--- src/rtl/core/dahr_pkg.sv ---
// ----------------------------------------------------------------------------
// dahr_pkg
// Shared widths, fixed-point constants and the exp2 root table for the
// envelope ducking gain core.
// ----------------------------------------------------------------------------
package dahr_pkg;

	localparam int COUNT_W      = 20;                   // stage lengths and counter
	localparam int FRAC_W       = 16;                   // level fraction bits
	localparam int LEVEL_W      = FRAC_W + 1;           // Q1.16 level
	localparam int SMOOTH_EXTRA = 7;
	localparam int SMOOTH_W     = LEVEL_W + SMOOTH_EXTRA;
	localparam int DIV_NUM_W    = COUNT_W + FRAC_W;     // count << FRAC_W
	localparam int DIV_CNT_W    = $clog2(DIV_NUM_W + 1);
	localparam int MUL_W        = 32;
	localparam int Q_W          = 30;                   // Q0.30 working format
	localparam int ROOT_N       = 16;
	localparam int EXP_W        = 12;
	localparam int COEFF_W      = 16;

	localparam logic [LEVEL_W-1:0]  ONE        = {1'b1, {FRAC_W{1'b0}}};
	localparam logic [SMOOTH_W-1:0] SMOOTH_MAX = {ONE, {SMOOTH_EXTRA{1'b0}}};
	localparam logic [EXP_W-1:0]    EXP_MIN    = 12'd26;
	localparam logic [EXP_W-1:0]    EXP_MAX    = 12'd2560;
	localparam logic [COEFF_W-1:0]  COEFF_MAX  = 16'd65208;

	typedef logic [ROOT_N-1:0][Q_W-1:0] root_tab_t;

	function automatic logic [63:0] isqrt64(input logic [63:0] v_in);
		logic [63:0] v;
		logic [63:0] r;
		logic [63:0] b;
		v = v_in;
		r = '0;
		b = 64'd1 << 62;
		for (int i = 0; i < 32; i++) begin
			if (b > v) b = b >> 2;
		end
		for (int i = 0; i < 32; i++) begin
			if (b != 0) begin
				if (v >= r + b) begin
					v = v - (r + b);
					r = (r >> 1) + b;
				end else begin
					r = r >> 1;
				end
				b = b >> 2;
			end
		end
		return r;
	endfunction

	// entry k holds 2^(-2^-(k+1)) in Q0.30, each the floored root of the one before
	function automatic root_tab_t exp_roots();
		root_tab_t   tab;
		logic [63:0] r;
		r = 64'd1 << (Q_W - 1);
		for (int k = 0; k < ROOT_N; k++) begin
			r = isqrt64(r << Q_W);
			tab[k] = r[Q_W-1:0];
		end
		return tab;
	endfunction

	localparam root_tab_t EXP_ROOT = exp_roots();

endpackage

--- src/rtl/core/dahr_mul.sv ---
// ----------------------------------------------------------------------------
// dahr_mul
// Shared 32x32 unsigned multiplier with registered product.
// ----------------------------------------------------------------------------
module dahr_mul import dahr_pkg::*; (
	input  logic                 clk,
	input  logic [MUL_W-1:0]     a,
	input  logic [MUL_W-1:0]     b,
	output logic [2*MUL_W-1:0]   p_q
);

	always_ff @(posedge clk) begin
		p_q <= a * b;
	end

endmodule

--- src/rtl/core/dahr_div.sv ---
// ----------------------------------------------------------------------------
// dahr_div
// Bit-serial restoring divider, one quotient bit per cycle.
// ----------------------------------------------------------------------------
module dahr_div import dahr_pkg::*; (
	input  logic                  clk,
	input  logic                  arst_n,
	input  logic                  start,
	input  logic [DIV_NUM_W-1:0]  num,
	input  logic [COUNT_W-1:0]    den,
	output logic                  done,
	output logic [DIV_NUM_W-1:0]  quot
);

	logic [COUNT_W-1:0]   rem_q;
	logic [DIV_NUM_W-1:0] quo_q;
	logic [COUNT_W-1:0]   den_q;
	logic [DIV_CNT_W-1:0] cnt_q;
	logic                 busy_q;
	logic                 done_q;
	logic [COUNT_W:0]     rem_sh;
	logic                 ge;
	logic [COUNT_W:0]     rem_nx;

	always_comb begin
		rem_sh = {rem_q, quo_q[DIV_NUM_W-1]};
		ge     = rem_sh >= {1'b0, den_q};
		rem_nx = ge ? rem_sh - {1'b0, den_q} : rem_sh;
	end

	always_ff @(posedge clk or negedge arst_n) begin
		if (!arst_n) begin
			busy_q <= 1'b0;
			done_q <= 1'b0;
			cnt_q  <= '0;
		end else if (start) begin
			busy_q <= 1'b1;
			done_q <= 1'b0;
			cnt_q  <= DIV_CNT_W'(DIV_NUM_W);
		end else if (busy_q) begin
			cnt_q <= cnt_q - 1'b1;
			if (cnt_q == DIV_CNT_W'(1)) begin
				busy_q <= 1'b0;
				done_q <= 1'b1;
			end
		end else begin
			done_q <= 1'b0;
		end
	end

	always_ff @(posedge clk) begin
		if (start) begin
			rem_q <= '0;
			quo_q <= num;
			den_q <= den;
		end else if (busy_q) begin
			rem_q <= rem_nx[COUNT_W-1:0];
			quo_q <= {quo_q[DIV_NUM_W-2:0], ge};
		end
	end

	assign done = done_q;
	assign quot = quo_q;

endmodule

--- src/rtl/core/dahr_envelope_ducking_gain_core.sv ---
// ----------------------------------------------------------------------------
// dahr_envelope_ducking_gain_core
// Delay/attack/hold/release envelope with curved ramps, one-pole smoothing
// and ducking gain output, one sample tick per transfer.
// ----------------------------------------------------------------------------
// Each input transfer is one sample tick carrying a trigger bit; each tick
// gives exactly one gain transfer (Q1.16, 0..1.0). The core works on one tick
// at a time and drops s_tready until the result sits in the output register,
// so a new tick can be taken while the last gain still waits for m_tready.
// Ticks in idle, delay or hold skip the divide and the power steps. Attack
// and release ticks run the bit-serial divide for ramp progress, then 16
// squarings for the log2 and 16 products for the exp2 on the single shared
// 32x32 multiplier, plus the ramp, smoother and gain products on the same
// multiplier. A ramp point at zero or full progress skips the power steps.
// A stalled output register adds its wait.
// No clearing pass after reset.
// Configuration registers are written through cfg_we/cfg_addr/cfg_wdata
// while the core is idle, a rule for the user that the core does not enforce;
// out-of-range exponent, coefficient and depth are clamped when used.
// ----------------------------------------------------------------------------
module dahr_envelope_ducking_gain_core import dahr_pkg::*; (
	input  logic               clk,
	input  logic               arst_n,
	input  logic               s_tvalid,
	output logic               s_tready,
	input  logic [7:0]         s_tdata,    // [0] trigger, [7:1] zero
	output logic               m_tvalid,
	input  logic               m_tready,
	output logic [23:0]        m_tdata,    // [16:0] gain_out, [23:17] zero
	input  logic               cfg_we,
	input  logic [2:0]         cfg_addr,
	input  logic [COUNT_W-1:0] cfg_wdata
);

	typedef enum logic [2:0] {
		REG_DELAY, REG_ATTACK, REG_HOLD, REG_RELEASE, REG_CURVE, REG_COEFF, REG_DEPTH
	} cfg_reg_t;

	typedef enum logic [2:0] {
		ST_IDLE, ST_DELAY, ST_ATTACK, ST_HOLD, ST_RELEASE
	} stage_t;

	typedef enum logic [3:0] {
		S_IDLE, S_TICK, S_DIV, S_LOG_MUL, S_LOG_UPD, S_EXP_T, S_EXP_SET,
		S_EXP_MUL, S_EXP_UPD, S_EXP_FIN, S_APPLY, S_VAL, S_SM_MUL, S_SM_UPD,
		S_GAIN_MUL, S_OUT
	} seq_t;

	typedef struct packed {
		stage_t              stage;
		logic                rel_we;
		logic [LEVEL_W-1:0]  rel_org;
	} chain_t;

	// stage entry chain: skipped stages fall straight through to the next
	function automatic chain_t enter_stage(
		input stage_t             start,
		input logic [LEVEL_W-1:0] tgt,
		input logic [COUNT_W-1:0] atk_len,
		input logic [COUNT_W-1:0] hld_len,
		input logic [COUNT_W-1:0] rls_len
	);
		chain_t             c;
		stage_t             st;
		logic [LEVEL_W-1:0] t;
		st = start;
		t  = tgt;
		if (st == ST_ATTACK && atk_len <= COUNT_W'(1)) st = ST_HOLD;
		if (st == ST_HOLD) begin
			t = ONE;
			if (hld_len == '0) st = ST_RELEASE;
		end
		c.rel_we  = 1'b0;
		c.rel_org = (t > ONE) ? ONE : t;
		if (st == ST_RELEASE) begin
			c.rel_we = 1'b1;
			if (rls_len <= COUNT_W'(1)) st = ST_IDLE;
		end
		c.stage = st;
		return c;
	endfunction

	// configuration
	logic [COUNT_W-1:0]  delay_len_q, atk_len_q, hold_len_q, rel_len_q;
	logic [EXP_W-1:0]    curve_q;
	logic [COEFF_W-1:0]  coeff_q;
	logic [LEVEL_W-1:0]  depth_q;

	// envelope state
	seq_t                seq_q;
	stage_t              stage_q;
	logic [COUNT_W-1:0]  count_q;
	logic [LEVEL_W-1:0]  atk_org_q, rel_org_q, target_q;
	logic [SMOOTH_W-1:0] smooth_q;

	// power unit working registers
	logic [Q_W:0]        m_q;
	logic [FRAC_W-1:0]   frac_q;
	logic [4:0]          lg_int_q;
	logic [3:0]          step_q;
	logic [FRAC_W-1:0]   fp_q;
	logic [4:0]          ip_q;
	logic [Q_W:0]        y_q;
	logic [LEVEL_W-1:0]  sh_q;

	// output register
	logic                m_tvalid_q;
	logic [LEVEL_W-1:0]  m_tdata_q;

	// shared units
	logic [MUL_W-1:0]    mul_a, mul_b;
	logic [2*MUL_W-1:0]  mul_p;
	logic                div_start, div_done;
	logic [DIV_NUM_W-1:0] div_num, div_quot;
	logic [COUNT_W-1:0]  div_den;

	// combinational helpers
	logic                accept;
	logic                out_load;
	logic [COUNT_W:0]    cnt_inc;
	chain_t              ch_atk, ch_hold, ch_rel;
	logic [LEVEL_W-1:0]  prog, x_val;
	logic [3:0]          msb_idx;
	logic [COUNT_W-1:0]  exp_len;
	logic [EXP_W-1:0]    e_clamp;
	logic [COEFF_W-1:0]  c_clamp;
	logic [LEVEL_W-1:0]  k_smooth;
	logic [LEVEL_W-1:0]  depth_cl;
	logic [20:0]         log_val;
	logic [SMOOTH_W-1:0] t_ext, d_abs;
	logic                t_ge;
	logic [31:0]         sq;
	logic [24:0]         t_pow;
	logic [Q_W:0]        y_sh;
	logic [Q_W+1:0]      y_rnd;
	logic [17:0]         pow_res;
	logic [LEVEL_W:0]    atk_sum;
	logic [17:0]         drop;

	assign accept   = s_tvalid && s_tready;
	assign s_tready = (seq_q == S_IDLE);
	assign m_tvalid = m_tvalid_q;
	assign m_tdata  = {7'b0, m_tdata_q};
	// result moves into the output register once it is free or being drained
	assign out_load = (seq_q == S_OUT) && (!m_tvalid_q || m_tready);

	always_comb begin
		cnt_inc  = {1'b0, count_q} + 1'b1;
		ch_atk   = enter_stage(ST_ATTACK, target_q, atk_len_q, hold_len_q, rel_len_q);
		ch_hold  = enter_stage(ST_HOLD, target_q, atk_len_q, hold_len_q, rel_len_q);
		ch_rel   = enter_stage(ST_RELEASE, target_q, atk_len_q, hold_len_q, rel_len_q);

		exp_len  = (stage_q == ST_ATTACK) ? atk_len_q : rel_len_q;
		div_den  = (exp_len > COUNT_W'(1)) ? exp_len - 1'b1 : COUNT_W'(1);
		div_num  = {count_q, {FRAC_W{1'b0}}};
		div_start = (seq_q == S_TICK) &&
			(stage_q == ST_ATTACK || stage_q == ST_RELEASE);

		prog     = (div_quot > DIV_NUM_W'(ONE)) ? ONE : div_quot[LEVEL_W-1:0];
		x_val    = (stage_q == ST_ATTACK) ? prog : ONE - prog;
		msb_idx  = '0;
		for (int i = 0; i < FRAC_W; i++) begin
			if (x_val[i]) msb_idx = 4'(i);
		end

		e_clamp  = (curve_q < EXP_MIN) ? EXP_MIN : ((curve_q > EXP_MAX) ? EXP_MAX : curve_q);
		c_clamp  = (coeff_q > COEFF_MAX) ? COEFF_MAX : coeff_q;
		k_smooth = ONE - {1'b0, c_clamp};
		depth_cl = (depth_q > ONE) ? ONE : depth_q;

		log_val  = {lg_int_q, {FRAC_W{1'b0}}} - {5'b0, frac_q};
		sq       = mul_p[61:30];
		t_pow    = mul_p[32:8];

		y_sh     = y_q >> ip_q;
		y_rnd    = {1'b0, y_sh} + (32'd1 << (Q_W - 1 - FRAC_W));
		pow_res  = y_rnd[Q_W+1:Q_W-FRAC_W];

		t_ext    = {target_q, {SMOOTH_EXTRA{1'b0}}};
		t_ge     = t_ext >= smooth_q;
		d_abs    = t_ge ? t_ext - smooth_q : smooth_q - t_ext;

		atk_sum  = {1'b0, atk_org_q} + {1'b0, mul_p[32:16]};
		drop     = mul_p[40:23];
	end

	// operand select for the shared multiplier
	always_comb begin
		mul_a = '0;
		mul_b = '0;
		unique case (seq_q)
			S_LOG_MUL: begin
				mul_a = MUL_W'(m_q);
				mul_b = MUL_W'(m_q);
			end
			S_EXP_T: begin
				mul_a = MUL_W'(log_val);
				mul_b = MUL_W'(e_clamp);
			end
			S_EXP_MUL: begin
				mul_a = MUL_W'(y_q);
				mul_b = MUL_W'(EXP_ROOT[step_q]);
			end
			S_APPLY: begin
				if (stage_q == ST_ATTACK) begin
					mul_a = MUL_W'(sh_q);
					mul_b = MUL_W'(ONE - atk_org_q);
				end else begin
					mul_a = MUL_W'(rel_org_q);
					mul_b = MUL_W'(sh_q);
				end
			end
			S_SM_MUL: begin
				mul_a = MUL_W'(d_abs);
				mul_b = MUL_W'(k_smooth);
			end
			S_GAIN_MUL, S_OUT: begin
				mul_a = MUL_W'(smooth_q);
				mul_b = MUL_W'(ONE - depth_cl);
			end
			default: begin
				mul_a = '0;
				mul_b = '0;
			end
		endcase
	end

	dahr_mul u_mul (
		.clk (clk),
		.a   (mul_a),
		.b   (mul_b),
		.p_q (mul_p)
	);

	dahr_div u_div (
		.clk    (clk),
		.arst_n (arst_n),
		.start  (div_start),
		.num    (div_num),
		.den    (div_den),
		.done   (div_done),
		.quot   (div_quot)
	);

	// config registers
	always_ff @(posedge clk or negedge arst_n) begin
		if (!arst_n) begin
			delay_len_q <= '0;
			atk_len_q   <= COUNT_W'(1);
			hold_len_q  <= '0;
			rel_len_q   <= COUNT_W'(1);
			curve_q     <= EXP_W'(256);
			coeff_q     <= '0;
			depth_q     <= ONE;
		end else if (cfg_we) begin
			unique case (cfg_reg_t'(cfg_addr))
				REG_DELAY:   delay_len_q <= cfg_wdata;
				REG_ATTACK:  atk_len_q   <= cfg_wdata;
				REG_HOLD:    hold_len_q  <= cfg_wdata;
				REG_RELEASE: rel_len_q   <= cfg_wdata;
				REG_CURVE:   curve_q     <= cfg_wdata[EXP_W-1:0];
				REG_COEFF:   coeff_q     <= cfg_wdata[COEFF_W-1:0];
				REG_DEPTH:   depth_q     <= cfg_wdata[LEVEL_W-1:0];
				default: ;
			endcase
		end
	end

	// sequencer and envelope state
	always_ff @(posedge clk or negedge arst_n) begin
		if (!arst_n) begin
			seq_q      <= S_IDLE;
			stage_q    <= ST_IDLE;
			count_q    <= '0;
			atk_org_q  <= '0;
			rel_org_q  <= ONE;
			target_q   <= '0;
			smooth_q   <= '0;
			m_tvalid_q <= 1'b0;
			m_tdata_q  <= '0;
			m_q        <= '0;
			frac_q     <= '0;
			lg_int_q   <= '0;
			step_q     <= '0;
			fp_q       <= '0;
			ip_q       <= '0;
			y_q        <= '0;
			sh_q       <= '0;
		end else begin
			if (m_tvalid_q && m_tready && !out_load) m_tvalid_q <= 1'b0;

			unique case (seq_q)
				S_IDLE: begin
					if (accept) begin
						if (s_tdata[0]) begin
							// restart from the current smoothed level
							atk_org_q <= (smooth_q[SMOOTH_W-1:SMOOTH_EXTRA] > ONE) ?
								ONE : smooth_q[SMOOTH_W-1:SMOOTH_EXTRA];
							count_q   <= '0;
							if (delay_len_q != '0) begin
								stage_q <= ST_DELAY;
							end else begin
								stage_q <= ch_atk.stage;
								if (ch_atk.rel_we) rel_org_q <= ch_atk.rel_org;
							end
						end
						seq_q <= S_TICK;
					end
				end
				S_TICK: begin
					unique case (stage_q)
						ST_DELAY: begin
							target_q <= atk_org_q;
							if (cnt_inc >= {1'b0, delay_len_q}) begin
								count_q <= '0;
								stage_q <= ch_atk.stage;
								if (ch_atk.rel_we) rel_org_q <= ch_atk.rel_org;
							end else begin
								count_q <= cnt_inc[COUNT_W-1:0];
							end
							seq_q <= S_SM_MUL;
						end
						ST_HOLD: begin
							target_q <= ONE;
							if (cnt_inc >= {1'b0, hold_len_q}) begin
								count_q <= '0;
								stage_q <= ch_rel.stage;
								if (ch_rel.rel_we) rel_org_q <= ch_rel.rel_org;
							end else begin
								count_q <= cnt_inc[COUNT_W-1:0];
							end
							seq_q <= S_SM_MUL;
						end
						ST_ATTACK, ST_RELEASE: seq_q <= S_DIV;
						default: begin
							target_q <= '0;
							seq_q    <= S_SM_MUL;
						end
					endcase
				end
				S_DIV: begin
					if (div_done) begin
						if (x_val == '0) begin
							sh_q  <= '0;
							seq_q <= S_APPLY;
						end else if (x_val[FRAC_W]) begin
							sh_q  <= ONE;
							seq_q <= S_APPLY;
						end else begin
							// normalize mantissa to Q1.30
							m_q      <= (Q_W + 1)'(x_val[FRAC_W-1:0]) << (5'd30 - {1'b0, msb_idx});
							lg_int_q <= 5'd16 - {1'b0, msb_idx};
							frac_q   <= '0;
							step_q   <= '0;
							seq_q    <= S_LOG_MUL;
						end
					end
				end
				S_LOG_MUL: seq_q <= S_LOG_UPD;
				S_LOG_UPD: begin
					if (sq[31]) begin
						m_q    <= sq[31:1];
						frac_q <= {frac_q[FRAC_W-2:0], 1'b1};
					end else begin
						m_q    <= sq[30:0];
						frac_q <= {frac_q[FRAC_W-2:0], 1'b0};
					end
					step_q <= step_q + 1'b1;
					seq_q  <= (step_q == 4'd15) ? S_EXP_T : S_LOG_MUL;
				end
				S_EXP_T: seq_q <= S_EXP_SET;
				S_EXP_SET: begin
					fp_q   <= t_pow[FRAC_W-1:0];
					ip_q   <= t_pow[20:16];
					y_q    <= {1'b1, {Q_W{1'b0}}};
					step_q <= '0;
					if (t_pow[24:16] > 9'd30) begin
						sh_q  <= '0;
						seq_q <= S_APPLY;
					end else begin
						seq_q <= S_EXP_MUL;
					end
				end
				S_EXP_MUL: seq_q <= S_EXP_UPD;
				S_EXP_UPD: begin
					if (fp_q[4'd15 - step_q]) y_q <= mul_p[60:30];
					step_q <= step_q + 1'b1;
					seq_q  <= (step_q == 4'd15) ? S_EXP_FIN : S_EXP_MUL;
				end
				S_EXP_FIN: begin
					sh_q  <= (pow_res > 18'(ONE)) ? ONE : pow_res[LEVEL_W-1:0];
					seq_q <= S_APPLY;
				end
				S_APPLY: seq_q <= S_VAL;
				S_VAL: begin
					if (stage_q == ST_ATTACK) begin
						target_q <= atk_sum[LEVEL_W-1:0];
						if (cnt_inc >= {1'b0, atk_len_q}) begin
							count_q <= '0;
							stage_q <= ch_hold.stage;
							if (ch_hold.rel_we) rel_org_q <= ch_hold.rel_org;
						end else begin
							count_q <= cnt_inc[COUNT_W-1:0];
						end
					end else begin
						target_q <= mul_p[32:16];
						count_q  <= cnt_inc[COUNT_W-1:0];
						if (cnt_inc >= {1'b0, rel_len_q}) stage_q <= ST_IDLE;
					end
					seq_q <= S_SM_MUL;
				end
				S_SM_MUL: seq_q <= S_SM_UPD;
				S_SM_UPD: begin
					if (t_ge) smooth_q <= smooth_q + mul_p[39:16];
					else      smooth_q <= smooth_q - mul_p[39:16];
					seq_q <= S_GAIN_MUL;
				end
				S_GAIN_MUL: seq_q <= S_OUT;
				S_OUT: begin
					// wait for the output register to free up
					if (out_load) begin
						m_tdata_q  <= (drop >= 18'(ONE)) ? '0 : ONE - drop[LEVEL_W-1:0];
						m_tvalid_q <= 1'b1;
						seq_q      <= S_IDLE;
					end
				end
				default: seq_q <= S_IDLE;
			endcase
		end
	end

	a_smooth_range: assert property (@(posedge clk) disable iff (!arst_n)
		smooth_q <= SMOOTH_MAX) else $error("smoothed level above full scale");

	a_rel_range: assert property (@(posedge clk) disable iff (!arst_n)
		rel_org_q <= ONE) else $error("release origin above full scale");

	a_div_owner: assert property (@(posedge clk) disable iff (!arst_n)
		div_done |-> seq_q == S_DIV) else $error("divider finished outside divide step");

	a_accept_tick: assert property (@(posedge clk) disable iff (!arst_n)
		accept |=> seq_q == S_TICK) else $error("accepted tick did not start processing");

endmodule
--- config.mk ---
export PLATFORM = sky130hd
export DESIGN_NAME = dahr_envelope_ducking_gain_core
export DESIGN_NICKNAME = d
export VERILOG_FILES = /design/src/rtl/core/dahr_pkg.sv /design/src/rtl/core/dahr_mul.sv /design/src/rtl/core/dahr_div.sv /design/src/rtl/core/dahr_envelope_ducking_gain_core.sv
export SDC_FILE = /design/constraint.sdc
export NUM_CORES = 2
export LEC_CHECK = 0
export ABC_CLOCK_PERIOD_IN_PS = 12700
export BUFFER_PORTS_ARGS = -buffer_cell sky130_fd_sc_hd__buf_2
export CAP_MARGIN = 20
export CORE_ASPECT_RATIO = 0.7
export CORE_MARGIN = 4
export CORE_UTILIZATION = 67
export DETAILED_ROUTE_END_ITERATION = 10
export HOLD_SLACK_MARGIN = 0.1
export PLACE_DENSITY = 0.87
export SKIP_LAST_GASP = 1
export SYNTH_ARGS = -nofsm -noshare
export SYNTH_HDL_FRONTEND = slang
export SYNTH_SLANG_ARGS = --single-unit
--- constraint.sdc ---
create_clock -name clk -period 12.7 [get_ports clk]
set_input_delay 0 -clock clk [delete_from_list [all_inputs] [get_ports clk]]
set_output_delay 0 -clock clk [all_outputs]
set_load 0.02 [all_outputs]
# == After elaboration in Yosys (flattened, before gate mapping) ==
# Memories as Yosys holds them, arrays and structs flattened.
# Index checks and enable logic that the tools add are counted.
# classes
n_lt_le_gt_ge,22
add_sub_neg,20
reduce_logical,43
shifts,2
bitwise,2
n_mux,125
n_eq_ne,50
multipliers,1
# op_table
op,n
2-to-1 mux 17 bit,24
one-hot mux 32 bit (6 select lines),1
one-hot mux 31 bit (6 select lines),1
2-to-1 mux 20 bit,8
2-to-1 mux 31 bit,5
one-hot mux 17 bit (3 select lines),3
one-hot mux 31 bit (2 select lines),2
>= comparator 21 x 20 -> 1 bit,5
2-to-1 mux 4 bit,25
2-to-1 mux 36 bit,2
subtractor 24 bit,3
greater-than comparator 17 bit (second input constant),4
one-hot mux 17 bit (2 select lines),2
2-to-1 mux 16 bit,4
one-hot mux 4 bit (16 select lines),1
multiplier 31 x 32 -> 62 bit,1
one-hot mux 20 bit (3 select lines),1
2-to-1 mux 3 bit,17
2-to-1 mux 24 bit,2
<= comparator 20 x 1 -> 1 bit (second input constant),2
one-hot mux 20 bit (2 select lines),1
equality test 4 bit (second input constant),9
greater-than comparator 36 x 17 -> 1 bit (second input constant),1
subtractor 17 x 17 -> 18 bit (first input constant),2
63 further kinds,139
# word_totals
mem_count,1
in_bits,36
word_cells,298
out_inout_bits,26
regBits,516
romBits,480
# memory_table
memory,words,width,read_ports,rd_ports_with_merged_regs,wr,line_no,source
(name not given),16,30,1,0,0,dahr_envelope_ducking_gain_core.sv:202,mul_b = MUL_W'(EXP_ROOT[step_q]);

# == Longest topological paths before layout ==
# depth
ltp_word,25
depth_mapped,45
depth_no_buf,43

# == By module ==
# A second synthesis with hierarchy kept.
# hier_totals
cells_unflattened,7648
area_unflattened_um2,68381.8
# modules_own_cells
module,area_per_inst_um2,cells_each,instances,seq_area_each_um2
dahr_mul,34483.1,3714,1,1281.2
dahr_envelope_ducking_gain_core,29218.0,3516,1,9265.1
dahr_div,4680.7,418,1,2282.2

# == Least setup slack after synthesis ==
# OpenSTA, ideal clock, no wires.
# synth_path
path_kind,reg2reg
start,register smooth_q[7]
end,register u_mul.p_q[57]
arrival_ns,10.555
path_slack_ns,2.073
stages_incl_launch_ff,41
setup_ns,0.072
path_buffers,3
cell_sequence,dfrtp_1 -> inv_1 -> ha_1 -> or3b_2 -> o311ai_2 -> a31oi_1 -> o21ai_0 -> clkbuf_1 -> clkbuf_1 -> o21ai_0 -> xnor2_1 -> a221oi_1 -> clkbuf_1 -> nor2_1 -> fa_1 -> fa_1 -> fa_1 -> inv_1 -> [... 5 more ...] -> inv_1 -> fa_1 -> inv_1 -> fa_1 -> inv_1 -> ha_1 -> a21oi_1 -> nor2_1 -> a211oi_1 -> o21ai_0 -> o41ai_1 -> o21ai_0 -> a21oi_2 -> o21ai_1 -> a211oi_2 -> o21ai_0 -> a21oi_1 -> xnor2_1
# synth_between
elab_chain_len,4
# synth_lines
element,line_no,source
"start, declared",dahr_envelope_ducking_gain_core.sv:94,logic [SMOOTH_W-1:0] smooth_q;
"start signal, assigned",dahr_envelope_ducking_gain_core.sv:414,if (t_ge) smooth_q <= smooth_q + mul_p[39:16];
"start signal, assigned",dahr_envelope_ducking_gain_core.sv:415,else smooth_q <= smooth_q - mul_p[39:16];
subtractor 24 bit or >= comparator 24 bit (tied branches),"dahr_envelope_ducking_gain_core.sv:181, dahr_envelope_ducking_gain_core.sv:180",
2-to-1 mux 24 bit,dahr_envelope_ducking_gain_core.sv:181,d_abs = t_ge ? t_ext - smooth_q : smooth_q - t_ext;
one-hot mux 31 bit (6 select lines) (*),dahr_envelope_ducking_gain_core.sv:191,unique case (seq_q)
multiplier 31 x 32 -> 62 bit (*),dahr_mul.sv:13,p_q <= a * b;
"end signal, assigned",dahr_mul.sv:13,
"end, declared",dahr_mul.sv:9,output logic [2*MUL_W-1:0] p_q
# Mark *: on every way between the ends. The rest lies on a longest branch, timed or not.
# A chain may end at the register's enable or synchronous reset.

# == Worst setup path after layout ==
# layout_path
start,register smooth_q[22]
end,register u_mul.p_q[61]
# The elaborated chain is that of the path after synthesis.

==> reports/metrics.yaml <==
outcome: "complete, no violations"
cp.required_ps: 13200
synth.area.top_cells: "fa_1, dfrtp_1, ha_1"
grt_start_max_net_pins: 156
ioPinCount: 62
period_share_pct: 97.26
cp_max_fo: 42
fin_skew_ps: 32.46
grt_pass1_wl_microns: 347200
setup_viol: 0
clkPwrFrac_pct: 13.1
power.leakage_nw: 32.97
drcViolationCount: 0
clk_pin_slew_ps: 70
wl_per_cell_microns: 25.82
tritoncts: "built"
rows: 95
tns_ps: 0
gr-usage-all-layers_pct: 44.29
drtAntennaViolNets: 0
dp_hpwl_microns: 178200
critical_path_class: "flop to flop"
globalplace.congestion: 1.168
timing.slew.headroom_pct: 12.78
p_int_w: 0.005436
yosysTopAreaCell: "fa_1"
irDropWorstVdd_uv: 232.2
num_vias: 58260
ys_seq_area_share_pct: 19.06
drive_above_1_share_pct: 7.441
worst_r2r_startpoint: "smooth_q[22]$_DFFE_PN0P_"
drt_wl_total_microns: 229100
syn_area_sq_mm: 0.06541
critical-path-max-stage-delay_ps: 1030
worstMarginPinSlew_ps: 1298
min_path_type: "input port to flop"
cts-root-buf: "clkbuf_16"
rsz0062_at_grt: "no"
worst_hold_slack_ps: 238.3
cts_buffer_depth: 3
layout.nets: 8858
insertion_delay_ps: 630
core-area_sq_mm: 0.09640
synth_edf_count: 40
synth.avg_cell_area_sq_um: 8.606
hold_viol_final: 0
async_flop_share_pct: 74.41
yosys_most_used_dff: "dfrtp_1"
synth_top_area_share_pct: 26.57
power_density_mw_per_mm2: 171.6
firstDrtPassIters: 10
p_seq_share_pct: 23.4
switching_power_w: 0.006503
synth_cell_types: 107
cts_setup_buffers: 0
p_comb_share_pct: 63.5
arrival_ps: 12860
clkSinkCount: 508
cts_inserted_buffers: 48
min-delay-start: "cfg_wdata[17]"
ys_seq_elements: 508
slew_viol_final: 0
finalPower_w: 0.01194
period_needed_ps: 12350
die_y_microns: 269.4
drt-vias-per-instance: 6.566
crit_path_start_kind: "flop"
crit_start: "smooth_q[22]$_DFFE_PN0P_"
synth_cells: 7601
htreeDepth: 2
drt_iter0_markers: 8369
antenna_found_initial: 15
critPathCaptureType: "flop"
cap_violations: 0
max_clock_freq_mhz: 80.95
ys_warn_count: 0
die_x_microns: 381.5
grt_pass1_vias: 57750
port_buffers: 47
die-area_sq_mm: 0.1028
start_util_pct: 67.86
cp_common_cell: "fa_1"
synth_common_cells: "inv_1, nand2_1, fa_1"
gr-total-overflow: 0
netSwitchingFraction_pct: 54.47
critical-path-slowest-cell: "a21oi_2"
syn_to_final_growth_pct: 6.383
## power groups by stage
stage	Combinational (W)	Sequential (W)	Clock, W
6_report	0.00758	0.00280	0.00156
5_1_grt	0.00801	0.00282	0.00162
4_1_cts	0.00720	0.00274	0.00155
3_5_place_dp	0.00712	0.00276	0
3_3_place_gp	0.00695	0.00274	0
2_1_floorplan	0.00476	0.00242	0
## metrics by stage
stage	utilization, %	setup WS (ps)	instance area, sq um	cells
floorplan	-	2073	65480	7619
global placement	69.96	1184	67440	8729
detailed placement	69.98	976.7	67460	8730
CTS	72.03	898.9	69440	8854
global route	72.16	169.8	69560	8863
finish	72.19	347.4	69590	8873
## routing by layer
metal | up-vias | share of wire (%) | GRT usage [%]
li1 | 24620 | - | -
met1 | 28350 | 37 | 61.17
met2 | 4414 | 39 | 59.37
met3 | 862 | 18 | 21.16
met4 | 18 | 5.5 | 18.97
met5 | - | 0.076 | 0
## final cells by class
class                           instances  area, sq um
Antenna cell                           11        27.53
Clock buffer                           66         1349
Clock inverter                         24        282.8
Fill cell                            7064        26810
Inverter                             1105         4148
Multi-Input combinational cell       5571        47500
Sequential cell                       508        12470
Tap cell                             1309         1638
Timing Repair Buffer                  279         2175
## cells in the final DEF (no fill, tap or decap), types with 124 or more instances in the layout
| cell | instances |
|---|---|
| nand2_1 | 1102 |
| inv_1 | 1101 |
| fa_1 | 868 |
| nor2_1 | 705 |
| ha_1 | 441 |
| o21ai_0 | 375 |
| dfrtp_1 | 372 |
| a21oi_1 | 309 |
| buf_4 | 188 |
| xnor2_1 | 172 |
| nand3_1 | 124 |
## final timing paths
| check | cells past startpoint | end | slack (ps) |
|---|---|---|---|
| max reg2reg | 37 | u_mul.p_q[61]$_DFF_P_ | 350 |
| max | 37 | u_mul.p_q[61]$_DFF_P_ | 350 |
| min reg2reg | 1 | fp_q[7]$_DFFE_PN0P_ | 470 |
| min in group asynchronous | 3 | atk_len_q[6]$_DFFE_PN0P_ | 500 |
| max in group asynchronous | 5 | m_tdata_q[16]$_DFFE_PN0P_ | 9920 |
| min | 4 | delay_len_q[17]$_DFFE_PN0P_ | 240 |
## registers in the layout, indices dropped and copies added, names as in the netlist, 16 cells and up
| name | flops |
|---|---|
| target_q | 17 |
| atk_org_q | 17 |
| smooth_q | 24 |
| u_div.quot | 36 |
| m_tdata_q | 17 |
| hold_len_q | 20 |
| u_div.den_q | 20 |
| fp_q | 16 |
| y_q | 31 |
| frac_q | 16 |
| sh_q | 17 |
| u_mul.p_q | 54 |
| depth_q | 17 |
| rel_len_q | 20 |
| rel_org_q | 17 |
| m_q | 31 |
| count_q | 20 |
| coeff_q | 16 |
| atk_len_q | 20 |
| delay_len_q | 20 |
| u_div.rem_q | 20 |
## critical path, delay by kind of cell (launching register included)
| kind | cells | cell delay, ps |
|---|---|---|
| buffers and inverters | 7 | 970 |
| adders and majority gates | 10 | 4930 |
| and+or+nand+nor | 6 | 1300 |
| AOI/OAI and AO/OA | 12 | 3930 |
| xor gates and xnor gates | 2 | 540 |
| DFF | 1 | 510 |
## logic make-up after synthesis
logic type	Yosys count	synth area share (%)
buf+inv	1540	8.935
xor+xnor	277	3.738
simple gates	2439	16.12
compound gates	1290	12.86
mux	236	4.267
other cells	2	0.01148
flops	508	19.06
fa+ha+maj	1309	35.00
## what timing repair did
| action | CTS | global route |
|---|---|---|
| hold buffers | 34 | 0 |
| resized for setup | 0 | 0 |
| endpoints found under the hold margin | 246 | 0 |
(Power assumes the default switching activity.)
